File: config.mk
export PLATFORM = sky130hd
export DESIGN_NAME = chs_front
export DESIGN_NICKNAME = d
export VERILOG_FILES = /design/src/design/chs_pkg.sv /design/src/design/chs_front.sv
export SDC_FILE = /design/constraint.sdc
export NUM_CORES = 1
export LEC_CHECK = 0
export BUFFER_PORTS_ARGS = -buffer_cell sky130_fd_sc_hd__buf_4
export CORE_UTILIZATION = 25
export CTS_BUF_LIST = sky130_fd_sc_hd__clkbuf_4 sky130_fd_sc_hd__clkbuf_8 sky130_fd_sc_hd__clkbuf_16
export CTS_CLUSTER_DIAMETER = 120
export DETAILED_ROUTE_END_ITERATION = 7
export SYNTH_ARGS = -nofsm -noshare
export SYNTH_HDL_FRONTEND = slang
export SYNTH_SLANG_ARGS = --single-unit
File: constraint.sdc
create_clock -name clk_i -period 8.44 [get_ports clk_i]
set_input_delay 1.688 -clock clk_i [delete_from_list [all_inputs] [get_ports clk_i]]
set_output_delay 1.688 -clock clk_i [all_outputs]
set_load 0.02 [all_outputs]
File: src/design/chs_pkg.sv
`timescale 1ns / 1ps
// chs_pkg: shared types and constants of the chained hash set unit
// no dependencies; imported by every module of the block but chs_ram
package chs_pkg;

  // fibonacci hashing multiplier, 2^32 divided by the golden ratio
  localparam logic [31:0] FIB_MULT = 32'd2654435769;

  // entries in the queue between front and back
  localparam int QUEUE_DEPTH = 2;

  typedef enum logic {
    OP_INSERT = 1'b0,
    OP_SEARCH = 1'b1
  } chs_op_e;

  typedef enum logic [1:0] {
    ST_INSERTED  = 2'd0,
    ST_FOUND     = 2'd1,
    ST_NOT_FOUND = 2'd2,
    ST_POOL_FULL = 2'd3
  } chs_status_e;

  typedef struct packed {
    chs_op_e     op;
    logic [31:0] key;
  } chs_req_t;

endpackage

File: src/design/chs_front.sv
`timescale 1ns / 1ps
// chs_front: accepts items, hashes the key to a bucket and queues them
// depends on chs_pkg
module chs_front
  import chs_pkg::*;
#(
  parameter int BUCKET_BITS = 10
) (
  input  logic                   clk_i,
  input  logic                   rst_ni,
  input  logic                   in_valid_i,
  output logic                   in_stall_o,
  input  logic                   operation_i,
  input  logic signed [31:0]     key_i,
  input  logic                   clearing_i,
  output logic                   item_valid_o,
  input  logic                   item_pop_i,
  output chs_req_t               item_o,
  output logic [BUCKET_BITS-1:0] bucket_o
);

  localparam int PW = $clog2(QUEUE_DEPTH);
  localparam int CW = $clog2(QUEUE_DEPTH + 1);

  chs_req_t               req_q [QUEUE_DEPTH];
  logic [BUCKET_BITS-1:0] bkt_q [QUEUE_DEPTH];
  logic [PW-1:0]          wr_ptr_q, wr_ptr_d, rd_ptr_q, rd_ptr_d;
  logic [CW-1:0]          cnt_q, cnt_d;
  logic [31:0]            prod;
  logic                   push, pop;

  // low 32 bits of the product; the bucket is its top bits
  assign prod = $unsigned(key_i) * FIB_MULT;

  assign in_stall_o   = clearing_i || (cnt_q == CW'(QUEUE_DEPTH));
  assign push         = in_valid_i && !in_stall_o;
  assign pop          = item_pop_i && item_valid_o;
  assign item_valid_o = (cnt_q != '0);
  assign item_o       = req_q[rd_ptr_q];
  assign bucket_o     = bkt_q[rd_ptr_q];

  always_comb begin
    wr_ptr_d = wr_ptr_q;
    rd_ptr_d = rd_ptr_q;
    cnt_d    = cnt_q;
    if (push) begin
      wr_ptr_d = (wr_ptr_q == PW'(QUEUE_DEPTH - 1)) ? '0 : wr_ptr_q + PW'(1);
    end
    if (pop) begin
      rd_ptr_d = (rd_ptr_q == PW'(QUEUE_DEPTH - 1)) ? '0 : rd_ptr_q + PW'(1);
    end
    if (push && !pop) begin
      cnt_d = cnt_q + CW'(1);
    end else if (pop && !push) begin
      cnt_d = cnt_q - CW'(1);
    end
  end

  always_ff @(posedge clk_i or negedge rst_ni) begin
    if (!rst_ni) begin
      wr_ptr_q <= '0;
      rd_ptr_q <= '0;
      cnt_q    <= '0;
    end else begin
      wr_ptr_q <= wr_ptr_d;
      rd_ptr_q <= rd_ptr_d;
      cnt_q    <= cnt_d;
    end
  end

  always_ff @(posedge clk_i) begin
    if (push) begin
      req_q[wr_ptr_q] <= '{op: chs_op_e'(operation_i), key: key_i};
      bkt_q[wr_ptr_q] <= prod[31 -: BUCKET_BITS];
    end
  end

endmodule

==> flow_metrics.env <==
export IMPL_num_rows=81
export IMPL_violations="design-rule violations"
export IMPL_crit_top_cell="fa_1"
export IMPL_cts_setup_buffers=0
export IMPL_layout_common_cells="295 x inv_1, 228 x fa_1, 201 x ha_1, 86 x edfxtp_1, 86 x buf_4"
export IMPL_hold_buffers=0
export IMPL_syn_area_um2=12400
export IMPL_finish_net_count=1556
export IMPL_setup_violations=0
export IMPL_io_pins=83
export IMPL_grt_usage_pct=13.0
export IMPL_yosysSeqAreaShare_pct=21.7
export IMPL_synth_top_area_cell="fa_1"
export IMPL_postRouteAntennaNets=0
export IMPL_hold_viol=0
export IMPL_syn_area_per_cell_um2=12.4
export IMPL_r2r_cells=5
export IMPL_cp_max_fo=9
export IMPL_rsz0062_at_grt="false"
export IMPL_cts_tree="yes"
export IMPL_postCtsResizedCells=0
export IMPL_syn_instance_count=997
export IMPL_start_util_pct=25.3
export IMPL_tightest_slew_ps=670
export IMPL_die_area_um2=50300
export IMPL_mostFrequentLayoutCell="inv_1"
export IMPL_grt_max_degree=44
export IMPL_gr_total_overflow=0
export IMPL_maxCapViolations=0
export IMPL_setup_ws_ps=609
export IMPL_clk_latency_ps=370
export IMPL_io_buffers=82
export IMPL_wl_per_cell_um=17.2
export IMPL_place_area_um2=13800
export IMPL_area_growth_syn_to_layout_pct=14.4
export IMPL_clock_skew_ps=11.1
export IMPL_path_cells="buf_4, inv_1, fa_1, inv_1, fa_1, fa_1, inv_1, fa_1, inv_1, fa_1, inv_1, fa_1, inv_1, fa_1, fa_1, ha_1, nand4_1, a2111oi_2, o31ai_2, a41oi_2, o21ai_1, a21oi_1, xnor2_1"
export IMPL_viasPerCell=4.08
export IMPL_synth_enable_flop_cells=86
export IMPL_synth_distinct_cells=46
export IMPL_die_w_um=224
export IMPL_htreeDepth=3
export IMPL_min_period_over_period_pct=92.8
export IMPL_synth_area_leaders="fa_1 37%, edfxtp_1 21%, ha_1 20%"
export IMPL_grt_pass1_wl_um=48100
export IMPL_min_path_cells=1
export IMPL_via_count=7170
export IMPL_timing_final_crit_period_ps=7830
export IMPL_max_stage_delay_ps=590
export IMPL_clk_pin_slew_ps=80
export IMPL_slew_viol_final=0
export IMPL_grt_antenna_before_repair=0
export IMPL_crit_path_start_kind="input pin"
export IMPL_synth_ff_type="edfxtp_1"
export IMPL_fmax_ghz=0.128
export IMPL_setup_tns_ps=0
export IMPL_cts_root_buffer="clkbuf_16"
export IMPL_die_height_um=224
export IMPL_drive_gt1_share_pct=14.4
export IMPL_drt_iter0_markers=330
export IMPL_dpl_cell_count=1742
export IMPL_grt_pass1_vias=8321
export IMPL_wirelength_um=30200
export IMPL_required_ps=8550
export IMPL_fin_cells=1758
export IMPL_rrSetupSlack_ps=6550
export IMPL_numCtsBuffers=9
export IMPL_drc=2
export IMPL_status="finished with violations"
export IMPL_cp_end_kind="flop"
export IMPL_crit_type="input pin to flop"
export IMPL_yosysWarnings=0
export IMPL_relSlewSlack_pct=55.3
export IMPL_arrival_ps=7940
export IMPL_drtPass1Iterations=6
export IMPL_globalplace_congestion=0.956
export IMPL_cts_sinks=90
export IMPL_ys_seq_elements=90
export IMPL_clock_tree_buffer_depth=2
export IMPL_dp_hpwl_um=26700
export IMPL_design_area_um2=14100
export IMPL_synthArstFlopShare_pct=4.44
export IMPL_coreArea_um2=48800
export IMPL_syn_nets=1464
export IMPL_cp_slowest_cell="fa_1"
export IMPL_post_place_ws_ps=241
export IMPL_synth_top_cell_area_share_pct=36.9
export IMPL_diodes=0
export IMPL_hp_class="flop to flop"
## critical path, delay by kind of cell
kind / cells / cell delay [ps]
adders and majority gates: 9 / 4200
AOI/OAI and AO/OA: 5 / 1160
buffers and inverters: 7 / 560
and+or+nand+nor: 1 / 220
xor gates and xnor gates: 1 / 100
## per-stage QoR
step           util [%]  hold WS [ps]
2_1_floorplan         -           455
3_5_place_dp       28.3           501
5_1_grt            28.9           537
3_3_place_gp       28.3           477
4_1_cts            28.9           512
6_report           28.9           508
## worst paths after layout
kind,from,endpoint
min in group asynchronous,rst_ni,cnt_q[0]
worst min register to register,cnt_q[1],cnt_q[1]
worst max-delay path,key_i[4],bkt_q[0][9]
worst max register to register,cnt_q[0],req_q[0][8]
max in group asynchronous,rst_ni,rd_ptr_q
worst min-delay path,cnt_q[1],cnt_q[1]
## sequential cells by signal, summed over array words and instances (netlist names)
signal	count
bkt_q	20
req_q	66
wr_ptr_q	1
cnt_q	2
rd_ptr_q	1
## cell families (layout without fill, tap and decap cells)
logic type	count (synthesis)	in the layout	share of synthesized area (%)
flip-flops	90	90	21.7
AO/OA/AOI/OAI	48	48	2.84
AND/OR/NAND/NOR	36	36	1.53
buffers and inverters	300	397	9.11
multiplexers	44	44	4.00
XOR/XNOR	50	50	3.54
adder cells (fa/ha/maj)	429	429	57.3
## final cells by class
| class | count | area, µm² |
|---|---|---|
| fillers | 5040 | 34700 |
| multi-input cells | 607 | 8560 |
| clock inverters | 7 | 83.8 |
| inverters | 295 | 1110 |
| well taps | 664 | 831 |
| repair buffers | 86 | 646 |
| flip-flops and latches | 90 | 2680 |
| clock buffers | 9 | 225 |
## cell usage after synthesis (2+ instances only)
cell      instances
inv_1           295
fa_1            228
ha_1            201
edfxtp_1         86
mux2_2           43
xnor2_1          41
a21oi_1          13
nor2_1            9
xor2_1            9
a21o_1            7
nand2_1           6
nand4_1           5
clkbuf_1          4
dfrtp_1           4
o21ai_0           4
o21ai_1           4
nand3_1           3
nor2b_1           3
a211oi_1          2
a21oi_2           2
a31oi_1           2
or2_2             2
## routing by layer
| metal | up-vias | GRT usage, % | share of wire [%] |
|---|---|---|---|
| met2 | 134 | 22.6 | 52 |
| li1 | 3327 | - | - |
| met1 | 3666 | 15.6 | 40 |
| met4 | 0 | 5.66 | 3.7 |
| met3 | 43 | 2.46 | 4.7 |
| met5 | - | 0 | 0 |
Power is not shown: default switching activity piles up to over one toggle a cycle in this logic, so the estimate is an artifact.
